===== src/rtl/core/lofd_pkg.sv =====
// ----------------------------------------------------------------------------
// lofd_pkg
// Shared widths, register indexes and bundle types of the frame deframer.
// ----------------------------------------------------------------------------
`default_nettype none

package lofd_pkg;

    localparam int unsigned BYTE_W      = 8;
    localparam int unsigned LEN_W       = 16;
    localparam int unsigned NUM_OPCODES = 5;
    localparam int unsigned CFG_IDX_W   = 3;
    localparam int unsigned CFG_DATA_W  = 16;

    localparam logic [LEN_W-1:0] MIN_LEN       = 16'd3;
    localparam logic [LEN_W-1:0] MAX_LEN_RESET = 16'd256;

    typedef enum logic [CFG_IDX_W-1:0] {
        CFG_OPCODE_A = 3'd0,
        CFG_OPCODE_B = 3'd1,
        CFG_OPCODE_C = 3'd2,
        CFG_OPCODE_D = 3'd3,
        CFG_OPCODE_E = 3'd4,
        CFG_MAX_LEN  = 3'd5
    } t_cfg_index;

    typedef struct packed {
        logic [NUM_OPCODES-1:0][BYTE_W-1:0] opcode;
        logic [LEN_W-1:0]                   max_len;
    } t_cfg;

    typedef struct packed {
        logic [BYTE_W-1:0] payload_byte;
        logic [BYTE_W-1:0] opcode;
        logic [LEN_W-1:0]  length;
        logic              first;
        logic              last;
    } t_result;

endpackage

`default_nettype wire


===== src/rtl/core/lofd_cfg.sv =====
// ----------------------------------------------------------------------------
// lofd_cfg
// Configuration registers: five accepted opcodes and the maximum length.
// ----------------------------------------------------------------------------
`default_nettype none

module lofd_cfg (
    input  wire logic                               i_clk,
    input  wire logic                               i_rst_n,
    input  wire logic                               i_wr,
    input  wire logic [lofd_pkg::CFG_IDX_W-1:0]     i_index,
    input  wire logic [lofd_pkg::CFG_DATA_W-1:0]    i_data,
    output lofd_pkg::t_cfg                          o_cfg
);

    lofd_pkg::t_cfg r_cfg;

    always_ff @(posedge i_clk) begin
        if (!i_rst_n) begin
            r_cfg.opcode  <= '0;
            r_cfg.max_len <= lofd_pkg::MAX_LEN_RESET;
        end else if (i_wr) begin
            case (i_index)
                lofd_pkg::CFG_OPCODE_A: begin
                    r_cfg.opcode[0] <= i_data[lofd_pkg::BYTE_W-1:0];
                end
                lofd_pkg::CFG_OPCODE_B: begin
                    r_cfg.opcode[1] <= i_data[lofd_pkg::BYTE_W-1:0];
                end
                lofd_pkg::CFG_OPCODE_C: begin
                    r_cfg.opcode[2] <= i_data[lofd_pkg::BYTE_W-1:0];
                end
                lofd_pkg::CFG_OPCODE_D: begin
                    r_cfg.opcode[3] <= i_data[lofd_pkg::BYTE_W-1:0];
                end
                lofd_pkg::CFG_OPCODE_E: begin
                    r_cfg.opcode[4] <= i_data[lofd_pkg::BYTE_W-1:0];
                end
                lofd_pkg::CFG_MAX_LEN: begin
                    r_cfg.max_len <= i_data[lofd_pkg::LEN_W-1:0];
                end
                default: begin
                end
            endcase
        end
    end

    assign o_cfg = r_cfg;

endmodule

`default_nettype wire


===== src/rtl/core/lofd_frame.sv =====
// ----------------------------------------------------------------------------
// lofd_frame
// Header window, header check with byte slip, and payload tracking.
// ----------------------------------------------------------------------------
`default_nettype none

module lofd_frame (
    input  wire logic                            i_clk,
    input  wire logic                            i_rst_n,
    input  wire logic                            i_push,
    input  wire logic [lofd_pkg::BYTE_W-1:0]     i_rx_byte,
    input  wire lofd_pkg::t_cfg                  i_cfg,
    output logic                                 o_res_valid,
    output lofd_pkg::t_result                    o_res
);

    // window holds at most two bytes; the third comes straight from the input
    logic [lofd_pkg::BYTE_W-1:0] r_win0, r_win1;
    logic [lofd_pkg::BYTE_W-1:0] n_win0, n_win1;
    logic [1:0]                  r_fill, n_fill;
    logic                        r_in_payload, n_in_payload;
    logic                        r_first, n_first;
    logic [lofd_pkg::LEN_W-1:0]  r_rem, n_rem;
    logic [lofd_pkg::LEN_W-1:0]  r_len, n_len;
    logic [lofd_pkg::BYTE_W-1:0] r_op, n_op;

    logic [lofd_pkg::LEN_W-1:0]  hdr_len;
    logic                        op_match;
    logic                        hdr_ok;
    logic                        last;

    assign hdr_len = {r_win1, r_win0};
    assign last    = (r_rem <= 16'd1);

    always_comb begin
        op_match = 1'b0;
        for (int k = 0; k < lofd_pkg::NUM_OPCODES; k++) begin
            if (i_cfg.opcode[k] == i_rx_byte) begin
                op_match = 1'b1;
            end
        end
    end

    assign hdr_ok = op_match && (hdr_len >= lofd_pkg::MIN_LEN) && (hdr_len <= i_cfg.max_len);

    always_comb begin
        n_win0       = r_win0;
        n_win1       = r_win1;
        n_fill       = r_fill;
        n_in_payload = r_in_payload;
        n_first      = r_first;
        n_rem        = r_rem;
        n_len        = r_len;
        n_op         = r_op;
        if (i_push) begin
            if (r_in_payload) begin
                n_first = 1'b0;
                if (last) begin
                    n_in_payload = 1'b0;
                    n_rem        = '0;
                end else begin
                    n_rem = r_rem - 16'd1;
                end
            end else begin
                case (r_fill)
                    2'd0: begin
                        n_win0 = i_rx_byte;
                        n_fill = 2'd1;
                    end
                    2'd1: begin
                        n_win1 = i_rx_byte;
                        n_fill = 2'd2;
                    end
                    default: begin
                        if (hdr_ok) begin
                            n_len        = hdr_len;
                            n_op         = i_rx_byte;
                            n_rem        = hdr_len - 16'd1;
                            n_in_payload = 1'b1;
                            n_first      = 1'b1;
                            n_fill       = 2'd0;
                        end else begin
                            // slip one byte
                            n_win0 = r_win1;
                            n_win1 = i_rx_byte;
                            n_fill = 2'd2;
                        end
                    end
                endcase
            end
        end
    end

    always_ff @(posedge i_clk) begin
        if (!i_rst_n) begin
            r_fill       <= 2'd0;
            r_in_payload <= 1'b0;
            r_first      <= 1'b0;
        end else begin
            r_fill       <= n_fill;
            r_in_payload <= n_in_payload;
            r_first      <= n_first;
        end
    end

    always_ff @(posedge i_clk) begin
        r_win0 <= n_win0;
        r_win1 <= n_win1;
        r_rem  <= n_rem;
        r_len  <= n_len;
        r_op   <= n_op;
    end

    assign o_res_valid        = i_push && r_in_payload;
    assign o_res.payload_byte = i_rx_byte;
    assign o_res.opcode       = r_op;
    assign o_res.length       = r_len;
    assign o_res.first        = r_first;
    assign o_res.last         = last;

endmodule

`default_nettype wire


===== src/rtl/core/lofd_obuf.sv =====
// ----------------------------------------------------------------------------
// lofd_obuf
// Two-entry result register with skid; full raises stall toward the input.
// ----------------------------------------------------------------------------
`default_nettype none

module lofd_obuf (
    input  wire logic           i_clk,
    input  wire logic           i_rst_n,
    input  wire logic           i_push,
    input  wire lofd_pkg::t_result i_res,
    output logic                o_full,
    output logic                o_valid,
    input  wire logic           i_stall,
    output lofd_pkg::t_result   o_res
);

    lofd_pkg::t_result r_mem [2];
    logic              r_wr_ptr, r_rd_ptr;
    logic [1:0]        r_count;
    logic              pop;

    assign o_valid = (r_count != 2'd0);
    assign o_full  = (r_count == 2'd2);
    assign pop     = o_valid && !i_stall;
    assign o_res   = r_mem[r_rd_ptr];

    always_ff @(posedge i_clk) begin
        if (i_push) begin
            r_mem[r_wr_ptr] <= i_res;
        end
    end

    always_ff @(posedge i_clk) begin
        if (!i_rst_n) begin
            r_wr_ptr <= 1'b0;
            r_rd_ptr <= 1'b0;
            r_count  <= 2'd0;
        end else begin
            if (i_push) begin
                r_wr_ptr <= !r_wr_ptr;
            end
            if (pop) begin
                r_rd_ptr <= !r_rd_ptr;
            end
            case ({i_push, pop})
                2'b10:   r_count <= r_count + 2'd1;
                2'b01:   r_count <= r_count - 2'd1;
                default: r_count <= r_count;
            endcase
        end
    end

endmodule

`default_nettype wire


===== src/rtl/core/length_opcode_frame_deframer_top.sv =====
// ----------------------------------------------------------------------------
// length_opcode_frame_deframer_top
// Length/opcode frame deframer with byte-slip header resynchronization.
// ----------------------------------------------------------------------------
//  channel   handshake                  payload
//  input     i_valid / o_stall          i_rx_byte
//  output    o_valid / i_stall          o_payload_byte, o_frame_opcode,
//                                       o_frame_length, o_first_mark, o_last_mark
//  config    i_cfg_valid / o_cfg_ready  i_cfg_index, i_cfg_data
//
//  One byte per cycle while o_stall is low; each payload byte is registered
//  in the output buffer before it reaches the output. Header bytes give no result.
//  Synchronous active-low reset; config takes effect at once, no sweep.
//  A two-entry output buffer decouples the sides; o_stall rises only when
//  both entries hold results that are not taken.
// ----------------------------------------------------------------------------
`default_nettype none

module length_opcode_frame_deframer_top (
    input  wire logic                                i_clk,
    input  wire logic                                i_rst_n,
    input  wire logic                                i_valid,
    output logic                                     o_stall,
    input  wire logic [lofd_pkg::BYTE_W-1:0]         i_rx_byte,
    output logic                                     o_valid,
    input  wire logic                                i_stall,
    output logic [lofd_pkg::BYTE_W-1:0]              o_payload_byte,
    output logic [lofd_pkg::BYTE_W-1:0]              o_frame_opcode,
    output logic [lofd_pkg::LEN_W-1:0]               o_frame_length,
    output logic                                     o_first_mark,
    output logic                                     o_last_mark,
    input  wire logic                                i_cfg_valid,
    output logic                                     o_cfg_ready,
    input  wire logic [lofd_pkg::CFG_IDX_W-1:0]      i_cfg_index,
    input  wire logic [lofd_pkg::CFG_DATA_W-1:0]     i_cfg_data
);

    lofd_pkg::t_cfg    cfg;
    lofd_pkg::t_result res, out_res;
    logic              res_valid;
    logic              full;
    logic              push;

    assign o_cfg_ready = 1'b1;
    assign o_stall     = full;
    assign push        = i_valid && !full;

    lofd_cfg u_cfg (
        .i_clk   (i_clk),
        .i_rst_n (i_rst_n),
        .i_wr    (i_cfg_valid && o_cfg_ready),
        .i_index (i_cfg_index),
        .i_data  (i_cfg_data),
        .o_cfg   (cfg)
    );

    lofd_frame u_frame (
        .i_clk       (i_clk),
        .i_rst_n     (i_rst_n),
        .i_push      (push),
        .i_rx_byte   (i_rx_byte),
        .i_cfg       (cfg),
        .o_res_valid (res_valid),
        .o_res       (res)
    );

    lofd_obuf u_obuf (
        .i_clk   (i_clk),
        .i_rst_n (i_rst_n),
        .i_push  (res_valid),
        .i_res   (res),
        .o_full  (full),
        .o_valid (o_valid),
        .i_stall (i_stall),
        .o_res   (out_res)
    );

    assign o_payload_byte = out_res.payload_byte;
    assign o_frame_opcode = out_res.opcode;
    assign o_frame_length = out_res.length;
    assign o_first_mark   = out_res.first;
    assign o_last_mark    = out_res.last;

endmodule

`default_nettype wire

===== config.mk =====
export PLATFORM = sky130hd
export DESIGN_NAME = length_opcode_frame_deframer_top
export DESIGN_NICKNAME = d
export VERILOG_FILES = /design/src/rtl/core/lofd_pkg.sv /design/src/rtl/core/lofd_cfg.sv /design/src/rtl/core/lofd_frame.sv /design/src/rtl/core/lofd_obuf.sv /design/src/rtl/core/length_opcode_frame_deframer_top.sv
export SDC_FILE = /design/constraint.sdc
export NUM_CORES = 1
export LEC_CHECK = 0
export CELL_PAD_IN_SITES_DETAIL_PLACEMENT = 1
export CELL_PAD_IN_SITES_GLOBAL_PLACEMENT = 1
export CORE_ASPECT_RATIO = 1.25
export CORE_MARGIN = 2
export CORE_UTILIZATION = 50
export DETAILED_ROUTE_END_ITERATION = 8
export DONT_BUFFER_PORTS = 1
export PLACE_DENSITY_LB_ADDON = 0.1
export SYNTH_ARGS = -nofsm -noshare
export SYNTH_HDL_FRONTEND = slang
export SYNTH_SLANG_ARGS = --single-unit

===== constraint.sdc =====
create_clock -name i_clk -period 3.1 [get_ports i_clk]
set_input_delay 0.31 -clock i_clk [delete_from_list [all_inputs] [get_ports i_clk]]
set_output_delay 0.31 -clock i_clk [all_outputs]
set_load 0.05 [all_outputs]

==> out/summary.md <==
After layout, the minimum clock period comes to 2.88 ns. In this run, the number of DRC markers left after iteration 0 of detailed routing was 234. For the clock tree skew after final layout, the log shows 0.00761 ns. The minimum hold slack is 0.00552 ns, and the CTS H-tree depth is 4. For the initial antenna violation count, the log shows 0.

Dividing the detail-routed wire length by the instance count gives 23.1 um. Entering global routing, the biggest net connects 60 pins. The post-synthesis to final-layout area growth is 11.9%. After synthesis, flip-flops and latches occupy 60.1% of the total area.

The logs give 0 for the remaining routing DRC violations and 5230 for the via count of the routed design. The fraction of power consumed by combinational cells came out at 4.6%. After layout, the worst path uses 93.0% of the clock period. The cell area power density is 561 nW/um^2, and the global-route wire length before repair is 33200 um. The filler cell count came out at 1671. The placeable core region was 16300 um^2.

By startpoint and endpoint, the worst setup path is classified as reg -> reg. The total iterations of the first detailed-routing run was 4; the synthesis warning total was 0. Based on the critical path, the design can be clocked at up to 347 MHz. The starting utilization of the core area is 51.4%.

Routability-driven placement finished with a final weighted congestion of 0.897. The async set-reset flop share out of synthesis was 0%. In the layout the commonest cells are 124 x sky130_fd_sc_hd__edfxtp_1, 98 x sky130_fd_sc_hd__nand2_1, 65 x sky130_fd_sc_hd__dfxtp_1, 43 x sky130_fd_sc_hd__xor2_1. Data on the critical path is required at its endpoint by 3.18 ns. Worst-path maximum fanout: 16. In this run the critical register-to-register path is launched from u_frame.r_win1[6]. The maximum resistive drop on vdd was 0.000396 V; the number of standard cells after synthesis was 688. The number of rows in the core area was 52. After clock tree synthesis, the clock-pin slew on the worst setup and hold paths is 0.07 ns. Registers are responsible for 52.2% of the overall power.

For the worst reg-to-reg setup slack, the log shows 0.22 ns. The number of hold buffers added after cts was 9; the deepest clock path buffer count was 2. Counting flops with a built-in enable in the synthesized netlist gives 124. Synthesis produced a netlist with a net count of 741. Measured in cells, the most critical reg-to-reg path has a length of 7. During placement, the flow inserted port buffers numbering 0. In this run, the clock network consumes 43.2% of the power.

The tools report the clock insertion delay at the later pin of the skew report as 0.44 ns. For the pin with the worst max-slew slack, the measured transition is 0.903 ns. The count of pins over their slew limit came out at 0.

End of the worst hold path: u_cfg.o_cfg[53]. For this run the aggregate overflow at the end of global routing stands at 0. The die is 149 um tall.

Data on the critical path arrives at its endpoint at 2.96 ns. In this run the critical register-to-register path is captured at u_frame.r_rem[9]. The final antenna diode count was 0; the clock sink count was 189. The number of primary I/O pins was 69; the reported leakage power was 3.17 nW. The routed design has 21500 um of wire. In this run the most critical hold path is launched from i_rst_n.

After synthesis, the netlist uses 49 different library cells. In the final design database the tool counted 754 nets. The tools report the startpoint class of the critical path as a flop.

Area of the die: 17800 um^2. In the synthesized netlist the dominant register cell turns out to be sky130_fd_sc_hd__edfxtp_1. Summed over all nets, the switching power comes to 1.20 mW.

The number of cells on the worst hold path is 1, and the average vias per placed instance is 5.62. For the total of endpoints with negative setup slack in the final report, the log shows 0. Setup repair after global routing left no endpoint under its margin. After synthesis the netlist holds a flip-flop and latch count of 189.

The run finished with clean final reports. Worst hold-check path type: in -> reg. The all-layer global routing usage was 25.2%; the area taken by flip-flops and latches was 5020 um^2. TritonCTS built the clock tree.

The run gives 5788 as the number of global-route vias before repair. The logs give 0 for the number of hold violations in the final report and 0 for the total setup buffers inserted after CTS. The logs give 14600 um for the half-perimeter wire length after placement and 0 ns for the post-route setup TNS. TritonCTS created 17 clock buffers.

In the final layout, the multi-input gates occupy 3150 um^2. The tool flagged a number of max-cap violations equal to 0. The internal power of the cells totals 4.06 mW. After clock tree synthesis, the repair step resized 0 gates.

In this run the remaining antenna-violating nets after routing total 0. Nature of the critical path endpoint: a flop. The cell at the root of the clock tree was sky130_fd_sc_hd__clkbuf_16.

The fraction of layout instances using a drive strength above 1 was 14.6%. Net switching is 22.8% of the power. Leaving out fill and tap cells, the most frequent cell in the layout is sky130_fd_sc_hd__edfxtp_1. A synthesized cell averages 12.2 um^2. Measured against its own limit, the worst slew margin works out to 39.6%. The run gives 8370 um^2 as the netlist area before placement. In this run the horizontal extent of the chip is 120 um.
==> worst max path at each step <==
stage | depth (start not counted) | start | endpoint | slack [ns]
floorplan | 7 | u_frame.r_win1[2] | u_frame.r_len[0] | 0.27
global placement | 7 | u_frame.r_win1[6] | u_frame.r_rem[0] | 0.32
detailed placement | 7 | u_frame.r_win1[6] | u_frame.r_rem[0] | 0.23
CTS | 7 | u_frame.r_win1[6] | u_frame.r_rem[14] | 0.21
global route | 7 | u_frame.r_win1[6] | u_frame.r_rem[9] | 0.04
finish | 7 | u_frame.r_win1[6] | u_frame.r_rem[9] | 0.22
==> metal layers <==
metal | vias to the layer above | global-route usage (%) | part of all wire (%) | wire length (um)
li1 | 2451 | - | - | -
met1 | 2621 | 25.7 | 37 | 7950
met2 | 114 | 49.0 | 56 | 12000
met3 | 44 | 5.44 | 4.0 | 853
met4 | 0 | 10.5 | 3.3 | 704
met5 | - | 0 | 0 | 0
==> power by group through the flow <==
stage	clock network, mW	registers (mW)	logic (mW)
after CTS	2.30	2.74	0.246
after global placement	0	2.80	0.208
after floorplan	0	2.79	0.180
after global routing	2.38	2.75	0.270
after detailed placement	0	2.80	0.220
final	2.27	2.74	0.244
==> per-stage QoR <==
| stage | utilization (%) | cells | worst slack (ns) | power, mW | instance area (um^2) |
|---|---|---|---|---|---|
| 6_report | 57.6 | 930 | 0.218 | 5.26 | 9360 |
| 4_1_cts | 57.6 | 930 | 0.211 | 5.29 | 9360 |
| 3_3_place_gp | 53.2 | 889 | 0.316 | 3.00 | 8650 |
| 5_1_grt | 57.6 | 930 | 0.0364 | 5.40 | 9360 |
| 3_5_place_dp | 53.2 | 889 | 0.233 | 3.02 | 8650 |
| 2_1_floorplan | - | 688 | 0.269 | 2.97 | 8370 |
==> logic make-up (layout without fill, tap and decap cells) <==
logic type,count (synthesis),count (layout),synth area share (%)
other,1,1,0.0448
adder cells (fa/ha/maj),21,21,3.14
buffers and inverters,52,78,2.38
AND/OR/NAND/NOR,212,212,12.3
multiplexers,58,58,7.57
AO/OA/AOI/OAI,86,86,7.27
XOR/XNOR,69,69,7.22
flip-flops,189,189,60.1
==> cell usage after synthesis (2+ instances only) <==
| library cell | count | share of area, % |
|---|---|---|
| sky130_fd_sc_hd__a21o_1 | 2 | 0.18 |
| sky130_fd_sc_hd__a31o_2 | 2 | 0.21 |
| sky130_fd_sc_hd__nand4_1 | 7 | 0.52 |
| sky130_fd_sc_hd__buf_1 | 3 | 0.13 |
| sky130_fd_sc_hd__xnor2_1 | 26 | 2.7 |
| sky130_fd_sc_hd__a21oi_1 | 8 | 0.48 |
| sky130_fd_sc_hd__or2_2 | 3 | 0.22 |
| sky130_fd_sc_hd__nor2_1 | 26 | 1.2 |
| sky130_fd_sc_hd__or3_1 | 5 | 0.37 |
| sky130_fd_sc_hd__edfxtp_1 | 124 | 45 |
| sky130_fd_sc_hd__nor3_1 | 9 | 0.54 |
| sky130_fd_sc_hd__o31ai_1 | 3 | 0.27 |
| sky130_fd_sc_hd__nand3_1 | 11 | 0.66 |
| sky130_fd_sc_hd__o211ai_1 | 2 | 0.18 |
| sky130_fd_sc_hd__a21boi_0 | 42 | 3.8 |
| sky130_fd_sc_hd__inv_1 | 23 | 1.0 |
| sky130_fd_sc_hd__nand3b_1 | 2 | 0.18 |
| sky130_fd_sc_hd__o22ai_1 | 8 | 0.60 |
| sky130_fd_sc_hd__mux2_2 | 42 | 5.7 |
| sky130_fd_sc_hd__dfxtp_1 | 65 | 16 |
| sky130_fd_sc_hd__mux2i_1 | 16 | 1.9 |
| sky130_fd_sc_hd__o21ai_0 | 10 | 0.60 |
| sky130_fd_sc_hd__nand2_1 | 98 | 4.4 |
| sky130_fd_sc_hd__nand2b_1 | 6 | 0.45 |
| sky130_fd_sc_hd__clkbuf_1 | 25 | 1.1 |
| sky130_fd_sc_hd__and2_1 | 5 | 0.37 |
| sky130_fd_sc_hd__nor2b_1 | 19 | 1.4 |
| sky130_fd_sc_hd__nor4_1 | 13 | 0.97 |
| sky130_fd_sc_hd__xor2_1 | 43 | 4.5 |
| sky130_fd_sc_hd__ha_1 | 21 | 3.1 |
==> state kept, by name, summed over array words and instances, names as in the netlist, named ones only <==
register	count
u_frame.r_rem	16
u_frame.r_win1	8
u_frame.r_first	1
u_frame.r_win0	8
u_frame.r_fill	2
u_cfg.o_cfg	56
u_obuf.r_rd_ptr	1
u_obuf.r_count	2
u_frame.r_len	16
u_obuf.r_mem	68
u_obuf.r_wr_ptr	1
u_frame.r_op	8
u_frame.r_in_payload	1
==> layout make-up <==
type | instances | share of cell area, %
clock inverters | 14 | 2.11
clock buffers | 18 | 4.58
well taps | 216 | 2.89
flip-flops and latches | 189 | 53.7
inverters | 23 | 0.922
multi-input cells | 447 | 33.6
repair buffers | 23 | 2.22
==> critical path, cell delays in order (launching register included) <==
cell                       delay [ns]
sky130_fd_sc_hd__edfxtp_1        0.47
sky130_fd_sc_hd__ha_1            0.35
sky130_fd_sc_hd__a21oi_1         0.15
sky130_fd_sc_hd__nand2_1         0.08
sky130_fd_sc_hd__a221o_1         0.34
sky130_fd_sc_hd__o31ai_1         0.35
sky130_fd_sc_hd__o211a_1         0.32
sky130_fd_sc_hd__o21ba_2         0.45
Note: power is estimated with default switching activity, not from simulation.
